## src/rtl/c3x3_pkg.sv

```systemverilog
// Shared types, constants and helpers for the 3x3 convolution block.
`timescale 1ns / 1ps
`default_nettype none

package c3x3_pkg;

    // Geometry and field widths
    localparam int C_MAX_W     = 1024;
    localparam int C_ADDR_W    = $clog2(C_MAX_W);
    localparam int C_PIX_W     = 8;
    localparam int C_WGT_W     = 8;
    localparam int C_KREG_W    = 3 * C_WGT_W;
    localparam int C_IW_W      = 11;
    localparam int C_IH_W      = 16;
    localparam int C_COL_W     = 10;
    localparam int C_ROW_W     = 16;
    localparam int C_SUM_W     = 16;
    localparam int C_PROD_W    = C_PIX_W + C_WGT_W + 1;
    localparam int C_CFG_IDX_W = 3;

    // Output queue
    localparam int C_OQ_DEPTH  = 8;
    localparam int C_OQ_PTR_W  = $clog2(C_OQ_DEPTH);
    localparam int C_OQ_CNT_W  = $clog2(C_OQ_DEPTH) + 1;

    // Running statistics start values
    localparam logic signed [C_SUM_W-1:0] C_MIN_INIT = {1'b0, {(C_SUM_W-1){1'b1}}};
    localparam logic signed [C_SUM_W-1:0] C_MAX_INIT = {1'b1, {(C_SUM_W-1){1'b0}}};

    // Configuration register indexes
    typedef enum logic [C_CFG_IDX_W-1:0] {
        CFG_K_BELOW  = 3'd0,
        CFG_K_CENTER = 3'd1,
        CFG_K_ABOVE  = 3'd2,
        CFG_IMG_W    = 3'd3,
        CFG_IMG_H    = 3'd4
    } t_cfg_idx;

    // One line-store entry: the two rows above the incoming pixel
    typedef struct packed {
        logic [C_PIX_W-1:0] upper;
        logic [C_PIX_W-1:0] lower;
    } t_line;

    // One window column, oldest row first
    typedef struct packed {
        logic [C_PIX_W-1:0] upper;
        logic [C_PIX_W-1:0] lower;
        logic [C_PIX_W-1:0] newest;
    } t_col;

    // Weights for one window column
    typedef struct packed {
        logic signed [C_WGT_W-1:0] above;
        logic signed [C_WGT_W-1:0] center;
        logic signed [C_WGT_W-1:0] below;
    } t_wcol;

    // One result word
    typedef struct packed {
        logic signed [C_SUM_W-1:0] filtered;
        logic [C_COL_W-1:0]        column;
        logic [C_ROW_W-1:0]        row;
        logic                      frame_done;
        logic signed [C_SUM_W-1:0] lowest;
        logic signed [C_SUM_W-1:0] highest;
    } t_res;

    // Pick the weights of tap i_tap (0 = right of center) from the three kernel rows
    function automatic t_wcol f_wcol(input logic [C_KREG_W-1:0] i_below,
                                     input logic [C_KREG_W-1:0] i_center,
                                     input logic [C_KREG_W-1:0] i_above,
                                     input int unsigned         i_tap);
        t_wcol v;
        v.below  = i_below[i_tap*C_WGT_W +: C_WGT_W];
        v.center = i_center[i_tap*C_WGT_W +: C_WGT_W];
        v.above  = i_above[i_tap*C_WGT_W +: C_WGT_W];
        return v;
    endfunction

endpackage

`default_nettype wire

```

## src/rtl/c3x3_cell.sv

```systemverilog
// One window cell: holds a pixel column, passes it on, adds its weighted column to the sum.
`timescale 1ns / 1ps
`default_nettype none

module c3x3_cell import c3x3_pkg::*; (
    input  wire logic               i_clk,
    input  wire logic               i_shift,
    input  wire t_col               i_col,
    input  wire t_wcol              i_wgt,
    input  wire logic [C_SUM_W-1:0] i_psum,
    output t_col                    o_col,
    output logic      [C_SUM_W-1:0] o_psum
);

    t_col r_col;
    logic signed [C_PROD_W-1:0] w_prod_up;
    logic signed [C_PROD_W-1:0] w_prod_lo;
    logic signed [C_PROD_W-1:0] w_prod_nw;

    // Take the neighbor's column when a word moves down the chain
    always_ff @(posedge i_clk) begin
        if (i_shift) begin
            r_col <= i_col;
        end
    end

    // Weight the three rows; the sum wraps at the result width
    assign w_prod_up = $signed({1'b0, r_col.upper})  * i_wgt.above;
    assign w_prod_lo = $signed({1'b0, r_col.lower})  * i_wgt.center;
    assign w_prod_nw = $signed({1'b0, r_col.newest}) * i_wgt.below;

    assign o_psum = i_psum + w_prod_up[C_SUM_W-1:0] + w_prod_lo[C_SUM_W-1:0]
                  + w_prod_nw[C_SUM_W-1:0];
    assign o_col  = r_col;

endmodule

`default_nettype wire

```

## config.mk

```make
export PLATFORM = sky130hd
export DESIGN_NAME = c3x3_cell
export DESIGN_NICKNAME = d
export VERILOG_FILES = /design/src/rtl/c3x3_pkg.sv /design/src/rtl/c3x3_cell.sv
export SDC_FILE = /design/constraint.sdc
export NUM_CORES = 1
export LEC_CHECK = 0
export ABC_AREA = 1
export BUFFER_PORTS_ARGS = -buffer_cell sky130_fd_sc_hd__clkbuf_2
export CAP_MARGIN = 30
export CORE_ASPECT_RATIO = 1.2
export CORE_UTILIZATION = 56
export CTS_BUF_LIST = sky130_fd_sc_hd__clkbuf_2
export CTS_CLUSTER_DIAMETER = 80
export CTS_CLUSTER_SIZE = 8
export DETAILED_ROUTE_END_ITERATION = 16
export PLACE_DENSITY_LB_ADDON = 0.12
export SYNTH_ARGS = -nofsm -noshare
export SYNTH_HDL_FRONTEND = slang
export SYNTH_SLANG_ARGS = --single-unit
```

## constraint.sdc

```tcl
create_clock -name i_clk -period 7 [get_ports i_clk]
set_input_delay 1.05 -clock i_clk [delete_from_list [all_inputs] [get_ports i_clk]]
set_output_delay 1.05 -clock i_clk [all_outputs]
set_load 0.005 [all_outputs]
```

==> run summary, run 1 <==
most frequent CP cell: fa_1
Setup WS post-layout: -236 ps
Die Wd: 115 um
distinct cell type count after synthesis: 28
critical path's largest stage delay: 570 ps
crit-path max FO: 6
Core ar.: 14900 um2
Die Area: 15700 um2
final net count: 1528
largest delay contributor family on the critical path: adder cells
IO Count: 106
period utilization: 1.03
Max Buffers Root-to-Sink: 2
GRT Total Usage: 0.268
initial antenna violation count: 1
total gr overflow: 0
CTS clk-pin slew, worst paths: 280 ps
Area Growth Syn to Fin: 21.1%
Req. time, crit path: 5950 ps
critical path class: primary input to primary output
largest net degree at the start of global routing: 25
setup violators final: 10
Post-DP HPWL: 16700 um
CTS buffer count: 3
row cnt: 49
WHS Path Cells: 1
drt first-iter violations: 244
register area share after synthesis: 0.0847
failing checks: setup timing
Post-DP Area: 9620 um2
Critical path buffers and inverters: 7
Hold Startpoint: i_col[14]
Critical Path, Cell by Cell: clkbuf_16 -> clkinv_8 -> or2_4 -> fa_1 -> fa_1 -> inv_2 -> fa_1 -> fa_1 -> fa_2 -> fa_1 -> inv_1 -> fa_1 -> inv_2 -> ha_4 -> nand2_4 -> nor2_4 -> buf_6 -> nand3b_1 -> nand2_1 -> xor2_1 -> buf_2
Clock Sinks: 24
Layout Cell Area excl Fill: 10300 um2
Avg Vias per Cell: 4.76
Initial Utilization: 0.571
antenna viol nets, final: 0
Util after Layout: 0.692
per-cell routed wire length: 14.2 um
vias in the first global route: 6812
Worst-Margin Slew: 655 ps
htree depth: 1
Post-Route WL: 19700 um
Chip Height: 137 um
hold_buf cts: 0
Final Critical Period: 7240 ps
Initial DRT Pass Iterations: 4
vias: 6584
GP Congestion: 0.916
cell area after synthesis: 8510 um2
met1 Use GR: 0.322
f_max: 138 MHz
Syn Nets: 1390
DRC: 0
WHS Endpoint: o_col[14]
unrepaired setup endpoints after global routing: true
first-pass GRT wire length: 31800 um
post-synthesis cell count: 1040
max-slew violation count: 0
Yosys reg bits: 24
PortBufs: 105
HP Class: primary input to flip-flop
fraction of layout cells with a size suffix above 1: 0.241
CTS root buf: clkbuf_2
CP arrival: 6190 ps
met3 global-route usage: 0.00930
CP Launch Type: primary input
max reg flops: 24
Final Hold Fails: 0
Rel. slew slack: 0.563
grt peak-use layer: met2
max-capacitance violation count: 0
CTS tree: done
Crit. End Element: primary output
Post-Syn Area per Cell: 8.18 um2
slowest CP cell: fa_1
met2 GRT Util: 0.515
status: finished, violations left
Ys Warns: 0
-- synth_stat cells --
library cell / n / area [um2]
o21bai_1: 1 / 7.51
or2_2: 7 / 43.8
nor2_4: 2 / 22.5
clkbuf_1: 45 / 169
ha_1: 112 / 1400
clkinv_1: 2 / 7.51
inv_2: 1 / 3.75
inv_1: 371 / 1390
fa_1: 172 / 3440
nor2_1: 32 / 120
a31oi_1: 1 / 6.26
nor2_2: 1 / 6.26
xor2_1: 9 / 78.8
nand3_2: 1 / 10.0
xnor2_1: 5 / 43.8
nand3b_1: 3 / 22.5
o21ai_2: 1 / 8.76
nand2_2: 3 / 18.8
nand2_1: 213 / 800
nand3_1: 14 / 70.1
a31o_2: 1 / 8.76
a21oi_1: 11 / 55.1
o21ai_0: 3 / 15.0
o21ai_1: 2 / 10.0
a21oi_2: 1 / 8.76
nand4_1: 1 / 6.26
nor2b_1: 1 / 6.26
edfxtp_1: 24 / 721
-- worst max path at each step --
| stage | from | end | slack [ps] | depth (start not counted) |
|---|---|---|---|---|
| floorplan | i_wgt[0] | o_psum[15] | 30 | 21 |
| global placement | i_wgt[15] | o_psum[11] | -410 | 21 |
| detailed placement | i_wgt[15] | o_psum[15] | -450 | 21 |
| CTS | i_wgt[23] | o_psum[13] | -240 | 21 |
| global route | o_col[4] | o_psum[15] | -390 | 24 |
| finish | i_wgt[23] | o_psum[11] | -240 | 21 |
-- through the flow --
stage	setup WS [ps]	std cells	hold slack, ps	setup TNS [ps]
final	-236	1382	788	-1240
after global routing	-393	1382	758	-3050
after floorplan	25.3	1040	1150	0
after detailed placement	-447	1365	1230	-3820
after CTS	-237	1372	768	-1660
after global placement	-406	1365	1230	-3410
-- placed cells by master (no fill, tap or decap), drive strengths merged, types with 2 or more instances in the layout --
master and count:
ha 112, o21ai 6, buf 91, xor2 9, clkinv 2, clkbuf 90, a21oi 12, or2 7
nand2 216, fa 172, xnor2 5, nor2 35, inv 372, nand3 15, edfxtp 24, nand3b 3
-- metal layers --
metal / part of all wire / routed length [um]
met5: 0 / 0
met4: 0.031 / 609
met3: 0.024 / 466
met2: 0.56 / 11000
met1: 0.39 / 7630
-- logic make-up after synthesis --
family	share of synthesized area
AND/OR/NAND/NOR	0.132
buffers and inverters	0.185
XOR/XNOR	0.0144
AO/OA/AOI/OAI	0.0141
flip-flops	0.0847
adder cells (fa/ha/maj)	0.569
-- final cells by class --
| cell class | instances | area, um2 |
|---|---|---|
| Antenna cell | 1 | 2.50 |
| Clock buffer | 3 | 15.0 |
| Clock inverter | 1 | 30.0 |
| Fill cell | 1246 | 4590 |
| Inverter | 374 | 1420 |
| Multi-Input combinational cell | 597 | 6610 |
| Sequential cell | 24 | 721 |
| Tap cell | 204 | 255 |
| Timing Repair Buffer | 178 | 1250 |
-- timing repair --
| action | in CTS | in global routing |
|---|---|---|
| buffers inserted | 4 | 10 |
| endpoints found under the setup margin | 11 | 11 |
| resized for setup | 77 | 85 |
| pin swaps | 53 | 44 |
| cloned | 0 | 0 |
Power of run 1 is left out: the tool's default activity adds up to more than one toggle a clock period on the data nets, which glitch-free logic cannot reach.
==> run 2: changes to the inputs <==
--- a/config.mk
+++ b/config.mk
@@ -6,7 +6,7 @@
 export NUM_CORES = 1
 export LEC_CHECK = 0
 export ABC_AREA = 1
-export BUFFER_PORTS_ARGS = -buffer_cell sky130_fd_sc_hd__clkbuf_2
+export BUFFER_PORTS_ARGS = -buffer_cell sky130_fd_sc_hd__buf_2
 export CAP_MARGIN = 30
 export CORE_ASPECT_RATIO = 1.2
 export CORE_UTILIZATION = 56
==> run 2 against run 1 <==
The flow still finishes with violations (setup timing). Cell area decreased by 0.11%. Core utilization decreased by 0.076 points. Count of clock-buffer cells in the layout unchanged. Routed wire length decreased by 2.1%. Setup slack got worse by 10 ps. Via count decreased by 0.15%. Global-route usage decreased by 0.39 points. Sequential share of layout area about the same. Worst hold slack improved by 9.4 ps. Die area unchanged.
==> run summary, run 2 (same netlist as run 1, synthesis figures left out) <==
setup violators final: 9 (was 10)
met3 global-route usage: 0.00753 (was 0.00930)
failing checks: setup timing (unchanged)
drt first-iter violations: 286 (was 244)
vias: 6574 (was 6584)
CTS root buf: clkbuf_2 (unchanged)
vias in the first global route: 6706 (was 6812)
DRC: 0 (unchanged)
largest net degree at the start of global routing: 25 (unchanged)
WHS Endpoint: o_col[1] (was o_col[14])
Final Critical Period: 7250 ps (was 7240 ps)
Worst-Margin Slew: 581 ps (was 655 ps)
met2 GRT Util: 0.504 (was 0.515)
final net count: 1526 (was 1528)
fraction of layout cells with a size suffix above 1: 0.242 (was 0.241)
Req. time, crit path: 5950 ps (about the same)
GP Congestion: 0.917 (was 0.916)
CTS tree: done (unchanged)
Chip Height: 137 um (unchanged)
GRT Total Usage: 0.264 (was 0.268)
f_max: 138 MHz (about the same)
hold_buf cts: 0 (unchanged)
PortBufs: 105 (unchanged)
Final Hold Fails: 0 (unchanged)
Crit. End Element: primary output (unchanged)
Initial DRT Pass Iterations: 5 (was 4)
Post-DP HPWL: 16700 um (about the same)
per-cell routed wire length: 14.0 um (was 14.2 um)
Final TNS setup: -1320 ps (was -1240 ps)
Die Area: 15700 um2 (unchanged)
DP Cell Count: 1362 (was 1365)
max-capacitance violation count: 0 (unchanged)
Rel. slew slack: 0.612 (was 0.563)
WHS Path Cells: 1 (unchanged)
most frequent cells in the layout: inv_1, nand2_1, fa_1 (unchanged)
crit-path max FO: 4 (was 6)
HP Class: primary input to flip-flop (unchanged)
Clock Sinks: 24 (unchanged)
row cnt: 49 (unchanged)
Die Wd: 115 um (unchanged)
CTS clk-pin slew, worst paths: 270 ps (was 280 ps)
Area Growth Syn to Fin: 21.0% (was 21.1%)
met1 Use GR: 0.306 (was 0.322)
Crit. Startpoint: i_wgt[15] (was i_wgt[23])
most common cell after layout, fill and taps aside: inv_1 (unchanged)
fin cells: 1380 (was 1382)
period utilization: 1.04 (was 1.03)
Max Buffers Root-to-Sink: 2 (unchanged)
Initial Utilization: 0.571 (unchanged)
Setup WS post-layout: -247 ps (was -236 ps)
antenna viol nets, final: 0 (unchanged)
CTS buffer count: 3 (unchanged)
Util after Layout: 0.691 (was 0.692)
status: finished, violations left (unchanged)
Avg Vias per Cell: 4.76 (about the same)
Hold Startpoint: i_col[1] (was i_col[14])
critical path class: primary input to primary output (unchanged)
max reg flops: 24 (unchanged)
IO Count: 106 (unchanged)
total gr overflow: 0 (unchanged)
htree depth: 1 (unchanged)
Core ar.: 14900 um2 (unchanged)
unrepaired setup endpoints after global routing: true (unchanged)
FILL cells: 1257 (was 1246)
grt peak-use layer: met2 (unchanged)
first-pass GRT wire length: 31200 um (was 31800 um)
max-slew violation count: 0 (unchanged)
CP Launch Type: primary input (unchanged)
Post-Route WL: 19300 um (was 19700 um)
initial antenna violation count: 1 (unchanged)
CP arrival: 6200 ps (was 6190 ps)
[run 2: per-layer routing]
metal  wire length [um]  share of wire
met5                  0              0
met2              10600           0.55
met1               7230           0.38
met4                912          0.047
met3                550          0.029
[run 2: per-stage QoR]
step           cell area, um2  worst slack (ps)  hold WS (ps)
2_1_floorplan            8550              25.3          1150
3_3_place_gp             9600              -434          1230
3_5_place_dp             9600              -449          1230
4_1_cts                 10000              -263           764
5_1_grt                 10300              -448           772
6_report                10300              -247           797
[run 2: what timing repair did]
action	4_1_cts	5_1_grt
resized for setup	93	64
endpoints found under the setup margin	11	11
buffers inserted	8	6
pin swaps	48	39
[run 2: final cells by class]
type                    count  area [um2]  area share
inverters                 374        1420       0.138
flip-flops and latches     24         721      0.0700
clock inverters             1        30.0     0.00292
diodes                      1        2.50    0.000243
clock buffers               3        15.0     0.00146
repair buffers            176        1210       0.118
multi-input cells         597        6630       0.644
well taps                 204         255      0.0248
[run 2: worst max-delay path by stage]
| stage | slack, ps | endpoint | cells after the start |
|---|---|---|---|
| after floorplan | 30 | o_psum[15] | 21 |
| after global placement | -430 | o_psum[13] | 22 |
| after detailed placement | -450 | o_psum[15] | 23 |
| after CTS | -260 | o_psum[15] | 21 |
| after global routing | -450 | o_psum[13] | 20 |
| final | -250 | o_psum[13] | 20 |
[run 2: worst max-delay path: stages]
cell     delay [ps]
buf_8            90
inv_4            40
or2_4           220
fa_1            490
fa_2            580
inv_2            40
fa_2            480
fa_2            540
fa_2            440
fa_1            520
inv_2            40
fa_1            510
inv_2            50
ha_4            310
nand2_4          80
o21ai_0         200
nand2_1          90
nand3_2          80
xor2_1          180
buf_2           140
Power of run 2 is left out for the same reason.
