**config.mk**
```make
export PLATFORM = sky130hd
export DESIGN_NAME = c3x3_outq
export DESIGN_NICKNAME = d
export VERILOG_FILES = /design/src/rtl/c3x3_pkg.sv /design/src/rtl/c3x3_outq.sv
export SDC_FILE = /design/constraint.sdc
export NUM_CORES = 1
export LEC_CHECK = 0
export BUFFER_PORTS_ARGS = -buffer_cell sky130_fd_sc_hd__buf_2
export CAP_MARGIN = 20
export CORE_AREA = 2 2 252 192
export CTS_CLUSTER_DIAMETER = 80
export DETAILED_ROUTE_END_ITERATION = 6
export DIE_AREA = 0 0 254 194
export GPL_TIMING_DRIVEN = 0
export HOLD_SLACK_MARGIN = 0.1
export PLACE_DENSITY = 0.68
export SYNTH_ARGS = -nofsm -noshare
export SYNTH_HDL_FRONTEND = slang
export SYNTH_SLANG_ARGS = --single-unit
```
**constraint.sdc**
```tcl
create_clock -name i_clk -period 8.5 [get_ports i_clk]
set_input_delay 0.425 -clock i_clk [delete_from_list [all_inputs] [get_ports i_clk]]
set_output_delay 0.425 -clock i_clk [all_outputs]
set_load 0.01 [all_outputs]
```
**src/rtl/c3x3_pkg.sv**
```systemverilog
// Shared types, constants and helpers for the 3x3 convolution block.
`timescale 1ns / 1ps
`default_nettype none

package c3x3_pkg;

    // Geometry and field widths
    localparam int C_MAX_W     = 1024;
    localparam int C_ADDR_W    = $clog2(C_MAX_W);
    localparam int C_PIX_W     = 8;
    localparam int C_WGT_W     = 8;
    localparam int C_KREG_W    = 3 * C_WGT_W;
    localparam int C_IW_W      = 11;
    localparam int C_IH_W      = 16;
    localparam int C_COL_W     = 10;
    localparam int C_ROW_W     = 16;
    localparam int C_SUM_W     = 16;
    localparam int C_PROD_W    = C_PIX_W + C_WGT_W + 1;
    localparam int C_CFG_IDX_W = 3;

    // Output queue
    localparam int C_OQ_DEPTH  = 8;
    localparam int C_OQ_PTR_W  = $clog2(C_OQ_DEPTH);
    localparam int C_OQ_CNT_W  = $clog2(C_OQ_DEPTH) + 1;

    // Running statistics start values
    localparam logic signed [C_SUM_W-1:0] C_MIN_INIT = {1'b0, {(C_SUM_W-1){1'b1}}};
    localparam logic signed [C_SUM_W-1:0] C_MAX_INIT = {1'b1, {(C_SUM_W-1){1'b0}}};

    // Configuration register indexes
    typedef enum logic [C_CFG_IDX_W-1:0] {
        CFG_K_BELOW  = 3'd0,
        CFG_K_CENTER = 3'd1,
        CFG_K_ABOVE  = 3'd2,
        CFG_IMG_W    = 3'd3,
        CFG_IMG_H    = 3'd4
    } t_cfg_idx;

    // One line-store entry: the two rows above the incoming pixel
    typedef struct packed {
        logic [C_PIX_W-1:0] upper;
        logic [C_PIX_W-1:0] lower;
    } t_line;

    // One window column, oldest row first
    typedef struct packed {
        logic [C_PIX_W-1:0] upper;
        logic [C_PIX_W-1:0] lower;
        logic [C_PIX_W-1:0] newest;
    } t_col;

    // Weights for one window column
    typedef struct packed {
        logic signed [C_WGT_W-1:0] above;
        logic signed [C_WGT_W-1:0] center;
        logic signed [C_WGT_W-1:0] below;
    } t_wcol;

    // One result word
    typedef struct packed {
        logic signed [C_SUM_W-1:0] filtered;
        logic [C_COL_W-1:0]        column;
        logic [C_ROW_W-1:0]        row;
        logic                      frame_done;
        logic signed [C_SUM_W-1:0] lowest;
        logic signed [C_SUM_W-1:0] highest;
    } t_res;

    // Pick the weights of tap i_tap (0 = right of center) from the three kernel rows
    function automatic t_wcol f_wcol(input logic [C_KREG_W-1:0] i_below,
                                     input logic [C_KREG_W-1:0] i_center,
                                     input logic [C_KREG_W-1:0] i_above,
                                     input int unsigned         i_tap);
        t_wcol v;
        v.below  = i_below[i_tap*C_WGT_W +: C_WGT_W];
        v.center = i_center[i_tap*C_WGT_W +: C_WGT_W];
        v.above  = i_above[i_tap*C_WGT_W +: C_WGT_W];
        return v;
    endfunction

endpackage

`default_nettype wire

```
**src/rtl/c3x3_outq.sv**
```systemverilog
// Small result queue that decouples the pipeline from the output handshake.
`timescale 1ns / 1ps
`default_nettype none

module c3x3_outq import c3x3_pkg::*; (
    input  wire logic                  i_clk,
    input  wire logic                  i_rst_n,
    input  wire logic                  i_push,
    input  wire t_res                  i_data,
    output logic                       o_valid,
    input  wire logic                  i_ready,
    output t_res                       o_data,
    output logic      [C_OQ_CNT_W-1:0] o_cnt
);

    t_res                  r_mem [0:C_OQ_DEPTH-1];
    logic [C_OQ_PTR_W-1:0] r_wp;
    logic [C_OQ_PTR_W-1:0] r_rp;
    logic [C_OQ_CNT_W-1:0] r_cnt;
    logic [C_OQ_PTR_W-1:0] n_wp;
    logic [C_OQ_PTR_W-1:0] n_rp;
    logic [C_OQ_CNT_W-1:0] n_cnt;
    logic                  w_pop;

    assign w_pop = o_valid && i_ready;

    // Advance pointers and occupancy
    always_comb begin
        n_wp  = r_wp;
        n_rp  = r_rp;
        n_cnt = r_cnt;
        if (i_push) begin
            n_wp = (r_wp == C_OQ_PTR_W'(C_OQ_DEPTH - 1)) ? '0 : r_wp + C_OQ_PTR_W'(1);
        end
        if (w_pop) begin
            n_rp = (r_rp == C_OQ_PTR_W'(C_OQ_DEPTH - 1)) ? '0 : r_rp + C_OQ_PTR_W'(1);
        end
        if (i_push && !w_pop) begin
            n_cnt = r_cnt + C_OQ_CNT_W'(1);
        end else if (w_pop && !i_push) begin
            n_cnt = r_cnt - C_OQ_CNT_W'(1);
        end
    end

    always_ff @(posedge i_clk) begin
        if (!i_rst_n) begin
            r_wp  <= '0;
            r_rp  <= '0;
            r_cnt <= '0;
        end else begin
            r_wp  <= n_wp;
            r_rp  <= n_rp;
            r_cnt <= n_cnt;
        end
    end

    // Store the pushed word
    always_ff @(posedge i_clk) begin
        if (i_push) begin
            r_mem[r_wp] <= i_data;
        end
    end

    assign o_valid = (r_cnt != '0);
    assign o_data  = r_mem[r_rp];
    assign o_cnt   = r_cnt;

    // The credit check upstream must keep the queue from overflowing
    a_no_overflow: assert property (@(posedge i_clk) disable iff (!i_rst_n)
        i_push |-> (r_cnt < C_OQ_CNT_W'(C_OQ_DEPTH)))
        else $error("result pushed into a full queue");

    a_cnt_bound: assert property (@(posedge i_clk) disable iff (!i_rst_n)
        r_cnt <= C_OQ_CNT_W'(C_OQ_DEPTH))
        else $error("queue occupancy out of range");

endmodule

`default_nettype wire

```
==> impl_metrics.csv, run 1 <==
group,metric,value,unit
outcome,outcome,"finished, final reports clean",
yosys,yosys.area.top_type_share,0.778,
routing,vias,10491,
hold_path,hold_path.class,"in2reg",
sta,rsz0062_at_grt,"no",
yosys,synth.area.top_cells,"edfxtp_1 (78%), mux4_2 (15%), mux2_2 (3.6%), dfxtp_1 (1.1%), buf_6 (0.54%)",
yosys,synth_area,23100,um^2
cells_and_area,multi_input_area,4660,um^2
yosys,synth_top_family_by_area,"multiplexers",
setup_path,cp_data_required_time,8080,ps
routing,drc_errors,0,
power,power_frac_seq,0.477,
grt,overflow,0,
setup_path,arrival,3030,ps
routing,viasPerCell,5.44,
setup_path,end_kind,"primary output",
floorplanning,rows,69,
yosys,synth-simple-area-share,0.00730,
yosys,synthMuxAreaShare,0.184,
floorplanning,boundaryPins,159,
sta,fmax,0.289,GHz
yosys,synth_edf_count,600,
setup_path,r2r_slack,5950,ps
sta,final_max_slew_viol_count,0,
power,power.density,258,nW/um^2
yosys,yosysSeqAreaShare,0.790,
power,p_int,5.49,mW
yosys,synth_warnings,0,
clock_network,cts_tree,"yes",
sta,final.min_clock_period,3460,ps
yosys,synth_common_cells,"edfxtp_1 (600), mux4_2 (150), mux2_2 (75)",
placement,hpwl,29100,um
setup_path,reg2reg_depth,9,
yosys,syn_area_per_cell,24.6,um^2
routing,drt_iter0_drc,909,
sta,setup_viol,0,
cells_and_area,register_area,18300,um^2
floorplanning,start_util,0.495,
power,vdd_ir_drop_max,0.000157,V
yosys,synthAdderAreaFrac,0.00465,
yosys,synthCells,940,
yosys,yosys.area.top_type,"edfxtp_1",
grt,grt_max_degree,26,
setup_path,critical_path.endpoint,"o_data[9]",
sta,tightestPinTransition,903,ps
placement,dp_slack,5610,ps
clock_network,cts-root-buf,"clkbuf_16",
yosys,yosysMostFrequentCell,"edfxtp_1",
grt,antenna_found_initial,4,
floorplanning,die_area,49300,um^2
yosys,synth_seq_cells,613,
yosys,synth_cell_types,29,
sta,finalCritPeriodShare,0.407,
clock_network,htreeDepth,2,
cells_and_area,drive_gt1_frac,0.409,
yosys,synth-xor-area-share,0.000757,
routing,wl_per_cell,23.6,um
routing,routed_wl,45600,um
yosys,synth_fp_nets,1027,
setup_path,path_max_fanout,10,
setup_path,rr_startpoint,"o_cnt[1]",
clock_network,clock_path_buffers,3,
yosys,synth_compound_area_frac,0.00249,
power,clockPowerShare,0.350,
clock_network,clkLatencyLatePin,590,ps
sta,fin_skew,22.4,ps
sta,slew_headroom,0.398,
power,p_switching,1.67,mW
floorplanning,die_h,194,um
cells_and_area,nFillCells,3417,
yosys,synthArstFlopShare,0,
clock_network,cts_buffers,57,
power,power_leakage,8.94,nW
routing,ant_nets,0,
clock_network,clkTransAtPathRegs,60,ps
cells_and_area,nNetsFinal,1330,
power,comb_power_share,0.173,
clock_network,clock-sinks,613,
floorplanning,die_w,254,um
sta,timing_hold_violations_final,0,
yosys,ys.flop_type,"edfxtp_1",
cells_and_area,area_growth,19.9,%
clock_network,cts_resized,0,
grt,grt_first_pass_wirelength,68400,um
grt,first_global_vias,11102,
sta,setup_slack,5040,ps
job,drv_cap,0,
placement,portBuffers,158,
setup_path,r2r-end,"o_cnt[3]",
routing,first_pass_iters,5,
setup_path,path_class,"reg2out",
placement,place_congestion,0.683,
power,switching_share,0.233,
floorplanning,core-area,46800,um^2
setup_path,start_kind,"flip-flop",
grt,grtUsageTotal,0.188,
sta,tns,0,ps
[critical path, cell delays in order (launching register included)]
cell and delay (ps):
dfxtp_1 300, buf_2 220, buf_2 360, buf_1 670, mux4_2 420, mux2_2 310
buf_2 150
[state kept, by name, indices dropped and copies added, names as in the netlist, named ones only]
register / count
r_mem: 600
r_wp: 3
o_cnt: 4
r_rp: 3
[kinds of logic (layout without fill, tap and decap cells)]
| group | after synthesis | in the layout |
|---|---|---|
| AOI/OAI and AO/OA | 9 | 9 |
| xor gates and xnor gates | 2 | 2 |
| adders and majority gates | 8 | 8 |
| buffers and inverters | 46 | 394 |
| DFF | 613 | 613 |
| muxes | 228 | 228 |
| other | 0 | 2 |
| and+or+nand+nor | 34 | 34 |
[how the worst min path moves through the flow]
stage | cells after the start | endpoint | slack, ps | from
2_1_floorplan | 2 | flip-flop | 450 | r_rp[1]
3_3_place_gp | 2 | o_cnt[3] | 470 | o_cnt[3]
3_5_place_dp | 2 | o_cnt[3] | 480 | o_cnt[3]
4_1_cts | 1 | r_mem[3][67] | 100 | i_data[67]
5_1_grt | 1 | r_mem[3][47] | 110 | i_data[47]
6_report | 1 | r_mem[3][47] | 120 | i_data[47]
[power groups by stage]
stage / clock [mW] / sequential, mW / combinational [mW]
5_1_grt: 2.69 / 3.42 / 1.34
3_3_place_gp: 0 / 3.50 / 1.21
3_5_place_dp: 0 / 3.48 / 1.25
6_report: 2.51 / 3.42 / 1.24
4_1_cts: 2.57 / 3.42 / 1.27
2_1_floorplan: 0 / 3.49 / 0.832
[area by class of cell]
type	instances	share of cell area
clock buffer	73	0.0558
buffer	44	0.00924
inverter	2	0.000271
sequential	613	0.659
antenna	2	0.000180
timing repair buffer	244	0.0683
clock inverter	31	0.0108
tap	639	0.0288
multi-input combinational	281	0.168
[metal layers]
layer / track usage / routed length [um] / vias to the layer above
met3: 0.0358 / 2430 / 63
met5: 0 / 27 / -
met1: 0.265 / 19700 / 5558
met4: 0.0366 / 615 / 4
li1: - / - / 4635
met2: 0.312 / 22800 / 231
[placed cells by master, fill, tap and decap left out, drive strengths merged, types with 7 or more instances in the layout]
cell type	n
edfxtp	600
buf	221
mux4	150
clkbuf	90
mux2	75
dlygate4sd3	50
clkinv	23
dfxtp	13
nand2	10
ha	7
nor2	7
[metrics by stage]
step | total power [mW] | utilization | instance area, um^2 | std cells | hold WS (ps)
2_1_floorplan | 4.32 | - | 23100 | 940 | 447
3_3_place_gp | 4.71 | 0.529 | 24700 | 1737 | 471
3_5_place_dp | 4.73 | 0.543 | 25400 | 1773 | 480
4_1_cts | 7.26 | 0.593 | 27700 | 1927 | 100
5_1_grt | 7.45 | 0.593 | 27700 | 1927 | 105
6_report | 7.17 | 0.593 | 27700 | 1929 | 121
[repair_timing]
action | CTS | global route
hold endpoints to repair | 358 | 0
setup buffers | 0 | 0
hold buffers | 50 | 0
No activity file was read; power rests on OpenSTA's default activity.
==> inputs of run 2 (changes only) <==
- ABC_AREA: default -> 1
- CORE_AREA: 2 2 252 192 -> 2 2 260 198
- DIE_AREA: 0 0 254 194 -> 0 0 262 200
- clock period: 8.5 -> 3.6 ns (I/O delays scaled with it)
==> impl_metrics.csv, run 2 <==
group,metric,value,unit
setup_path,cpPeakStageDelay,690,ps
sta,timing_hold_violations_final,0,
setup_path,rr_startpoint,"r_wp[0]",
routing,vias,16249,
cells_and_area,final_cell_mix,"nor2_1 (608), edfxtp_1 (600), nand2_1 (396)",
routing,first_pass_iters,5,
power,power.density,638,nW/um^2
yosys,synthCells,2086,
routing,drc_errors,0,
yosys,yosysSeqAreaShare,0.739,
job,drv_cap,0,
hold_path,hold_path.class,"in2reg",
yosys,synth_compound_area_frac,0.0631,
yosys,synth.area.top_cells,"edfxtp_1 (73%), nor2_1 (9.3%), nand2_1 (6.0%), o21ai_0 (3.1%), o21ai_1 (3.1%)",
yosys,synth-xor-area-share,0.000354,
clock_network,clock-sinks,613,
cells_and_area,top_register,"r_mem",
yosys,synth_seq_cells,613,
yosys,synth_edf_count,600,
power,p_total,18.9,mW
setup_path,worstPathCellList,"inv_1, clkbuf_1, buf_1, nand2_1, nand2_1, buf_2",
sta,hold_ws,392,ps
floorplanning,boundaryPins,159,
yosys,yosys.area.top_type,"edfxtp_1",
power,vdd_ir_drop_max,0.000458,V
sta,slew_headroom,0.365,
cells_and_area,largest_reg_flops,600,
setup_path,critPathSlowestCell,"clkbuf_1",
floorplanning,die_w,262,um
yosys,synth_common_cells,"nor2_1 (616), edfxtp_1 (600), nand2_1 (396)",
placement,hpwl,36300,um
clock_network,cts_tree,"yes",
setup_path,path_max_fanout,10,
placement,place_congestion,0.796,
sta,finalCritPeriodShare,0.815,
outcome,outcome,"finished, final reports clean",
placement,portBuffers,158,
routing,drt_iter0_drc,1594,
clock_network,post_cts_buffers,0,
cells_and_area,drive_gt1_frac,0.151,
setup_path,end_kind,"primary output",
routing,routed_wl,58900,um
clock_network,cts-root-buf,"clkbuf_16",
power,power_leakage,11.1,nW
yosys,synthArstFlopShare,0,
clock_network,cts_buffers,58,
clock_network,clock_path_buffers,3,
yosys,ys.flop_type,"edfxtp_1",
cells_and_area,area_growth,19.6,%
floorplanning,core-area,49700,um^2
yosys,synth_area,24700,um^2
floorplanning,start_util,0.497,
clock_network,clkLatencyLatePin,610,ps
setup_path,path_class,"reg2out",
placement,dp_slack,1270,ps
clock_network,clkTransAtPathRegs,60,ps
sta,setup_viol,0,
floorplanning,die_area,52400,um^2
yosys,syn_area_per_cell,11.9,um^2
cells_and_area,final_common_cell,"nor2_1",
sta,final.min_clock_period,2930,ps
yosys,synthAdderAreaFrac,0.00435,
yosys,synth-simple-area-share,0.155,
sta,fin_skew,24.1,ps
clock_network,htreeDepth,2,
yosys,synth_warnings,0,
sta,tightestPinTransition,950,ps
setup_path,arrival,2750,ps
sta,setup_slack,666,ps
sta,fmax,0.341,GHz
yosys,synthMuxAreaShare,0,
routing,ant_nets,0,
floorplanning,die_h,200,um
routing,viasPerCell,5.22,
yosys,synth_top_family_by_area,"simple AND/OR/NAND/NOR gates",
yosys,yosys.area.top_type_share,0.728,
setup_path,cp_data_required_time,3420,ps
yosys,yosysMostFrequentCell,"nor2_1",
yosys,synth_cell_types,21,
grt,antenna_found_initial,5,
setup_path,cpMostUsedCell,"nand2_1",
floorplanning,rows,71,
grt,grt_max_degree,29,
grt,grtUsageTotal,0.226,
sta,final_max_slew_viol_count,0,
hold_path,hold_start,"i_rst_n",
grt,grt_first_pass_wirelength,89600,um
grt,overflow,0,
cells_and_area,nNetsFinal,2491,
grt,first_global_vias,16085,
setup_path,start_kind,"flip-flop",
yosys,synth_fp_nets,2173,
sta,rsz0062_at_grt,"no",
routing,wl_per_cell,18.9,um
==> run 2: layer usage <==
layer  part of all wire  track usage  wire length, um
met5            0.00048            0               28
met4              0.022       0.0592             1290
met3              0.069       0.0395             4050
met2               0.47        0.375            27800
met1               0.44        0.313            25700
==> run 2: final timing paths <==
| path | slack [ps] | end | cells past startpoint |
|---|---|---|---|
| hold / removal | 390 | o_cnt[1] | 4 |
| setup reg to reg | 1300 | r_mem[4][55] | 5 |
| hold reg to reg | 500 | r_rp[2] | 2 |
| setup / recovery | 670 | o_data[71] | 6 |
==> run 2: cell type report <==
cell class	instances	area [um^2]
Inverter	17	63.8
Buffer	115	880
Tap cell	657	822
Fill cell	4000	20200
Clock buffer	65	1500
Timing Repair Buffer	258	2010
Multi-Input combinational cell	1341	5580
Antenna cell	3	7.51
Clock inverter	42	442
Sequential cell	613	18300
==> run 2: power breakdown <==
group / switching, mW / leakage [nW] / internal (mW)
sequential: 0.0737 / 5.56 / 8.05
clock: 2.65 / 0.935 / 3.58
combinational: 2.92 / 4.57 / 1.60
==> run 2: timing repair <==
| item | in CTS | in global routing |
|---|---|---|
| endpoints found under the hold margin | 613 | 0 |
| resized for setup | 0 | 0 |
| endpoints found under the setup margin | 0 | 0 |
| hold buffers | 79 | 0 |
==> run 2: logic make-up after synthesis <==
kind of cell               Yosys count
AOI/OAI and AO/OA                  312
xor gates and xnor gates             1
adders and majority gates            8
buffers and inverters              132
DFF                                613
and+or+nand+nor                   1020
==> run 2: through the flow <==
step	std cells	utilization	TNS (ps)	area, um^2
global placement	2901	0.530	-1866960	26400
global route	3109	0.594	0	29600
CTS	3108	0.594	0	29600
detailed placement	2922	0.540	0	26800
finish	3111	0.595	0	29600
floorplan	2086	-	-304740	24700
==> run 2: critical path: cells and delay by family (launching register included) <==
kind | cells | cell delay, ps
flops | 1 | 370
simple gates | 2 | 280
buf+inv | 4 | 1460
==> inputs of run 3 (changes only) <==
- clock period: 3.6 -> 3 ns (I/O delays scaled with it)
==> impl_metrics.csv, run 3 (synthesis gave the netlist of run 2 again) <==
group,metric,value,unit
power,clockPowerShare,0.330,
cells_and_area,fin_util,0.594,
sta,final.min_clock_period,2850,ps
clock_network,clock-sinks,613,
clock_network,cts-root-buf,"clkbuf_16",
sta,setup_viol,0,
setup_path,end_kind,"primary output",
clock_network,htreeDepth,2,
cells_and_area,top_register,"r_mem",
floorplanning,boundaryPins,159,
cells_and_area,drive_gt1_frac,0.151,
clock_network,clkLatencyLatePin,610,ps
floorplanning,die_w,262,um
power,power.density,766,nW/um^2
setup_path,critical_path.endpoint,"o_data[27]",
cells_and_area,final_cell_mix,"nor2_1 (608), edfxtp_1 (600), nand2_1 (396)",
power,power_leakage,11.1,nW
power,power_frac_seq,0.431,
cells_and_area,area_growth,19.5,%
sta,slew_headroom,0.355,
sta,hold_ws,363,ps
routing,routed_wl,58700,um
grt,overflow,0,
sta,fmax,0.351,GHz
placement,place_congestion,0.796,
setup_path,rr_startpoint,"r_wp[0]",
clock_network,cts_resized,0,
setup_path,r2r-end,"r_mem[4][55]",
power,p_total,22.6,mW
clock_network,cts_tree,"yes",
power,switching_share,0.299,
routing,ant_nets,0,
floorplanning,start_util,0.497,
routing,viasPerCell,5.22,
power,p_switching,6.77,mW
power,comb_power_share,0.239,
sta,final_max_slew_viol_count,0,
hold_path,hold_start,"i_data[12]",
sta,rsz0062_at_grt,"no",
setup_path,start_kind,"flip-flop",
grt,grtUsageTotal,0.226,
grt,antenna_found_initial,5,
setup_path,reg2reg_depth,5,
floorplanning,rows,71,
floorplanning,die_h,200,um
power,p_int,15.9,mW
job,drv_cap,0,
cells_and_area,final_common_cell,"nor2_1",
clock_network,post_cts_buffers,0,
routing,top_layer,"met5",
routing,vias,16215,
clock_network,cts_buffers,58,
routing,wl_met1,25600,um
hold_path,hold_path.class,"in2reg",
placement,portBuffers,158,
routing,first_pass_iters,5,
routing,drc_errors,0,
grt,grt_first_pass_wirelength,89600,um
sta,finalCritPeriodShare,0.949,
routing,wl_met2,27800,um
placement,hpwl,36300,um
routing,wl_per_cell,18.9,um
cells_and_area,largest_reg_flops,600,
setup_path,cp_data_required_time,2850,ps
sta,tightestPinTransition,965,ps
grt,grt_max_degree,29,
setup_path,path_max_fanout,10,
cells_and_area,nNetsFinal,2490,
setup_path,arrival,2700,ps
sta,timing_hold_violations_final,0,
power,vdd_ir_drop_max,0.000548,V
setup_path,r2r_slack,690,ps
grt,first_global_vias,16085,
routing,met3_length,4100,um
setup_path,path_class,"reg2out",
routing,drt_iter0_drc,1619,
floorplanning,core-area,49700,um^2
clock_network,clock_path_buffers,3,
outcome,outcome,"finished, final reports clean",
sta,fin_skew,22.8,ps
floorplanning,die_area,52400,um^2
clock_network,clkTransAtPathRegs,60,ps
-- run 3: how the worst min path moves through the flow --
stage,end,cells after the start
6_report,r_mem[2][12],2
5_1_grt,r_mem[7][61],2
4_1_cts,r_mem[3][28],2
3_5_place_dp,r_mem[1][70],1
3_3_place_gp,r_mem[6][37],1
2_1_floorplan,r_mem[0][0],0
-- run 3: area by class of cell --
cell class,instances,area [um^2]
fill,4000,20200
sequential,613,18300
multi-input combinational,1341,5580
timing repair buffer,258,2010
clock buffer,65,1500
buffer,114,876
tap,657,822
clock inverter,42,442
inverter,17,63.8
antenna,2,5.00
-- run 3: through the flow --
| stage | TNS, ps | area (um^2) | instances | setup WS (ps) |
|---|---|---|---|---|
| finish | 0 | 29600 | 3109 | 153 |
| global route | 0 | 29600 | 3108 | 21.8 |
| CTS | 0 | 29600 | 3108 | 90.7 |
| detailed placement | 0 | 26800 | 2922 | 667 |
| global placement | -2226960 | 26400 | 2901 | -3890 |
| floorplan | -664740 | 24700 | 2086 | -1120 |
-- run 3: what timing repair did --
action | 4_1_cts | 5_1_grt
endpoints found under the setup margin | 0 | 1
endpoints found under the hold margin | 613 | 0
hold buffers | 79 | 0
-- run 3: critical path: stages (launching register included) --
cell      delay, ps
dfxtp_1         440
clkbuf_1        600
clkbuf_1        600
nand2_1         130
nand2_1         160
buf_2           160
-- run 3: per-layer routing --
layer	GRT usage	vias up
met2	0.375	545
met5	0	-
li1	-	7797
met3	0.0395	102
met1	0.313	7765
met4	0.0592	6
-- run 3: power by group through the flow --
stage	clock (mW)	sequential, mW	combinational, mW
after floorplan	0	9.95	3.38
after global placement	0	9.97	5.20
after detailed placement	0	9.93	5.35
after CTS	7.57	9.75	5.46
after global routing	7.93	9.77	6.07
final	7.48	9.75	5.42
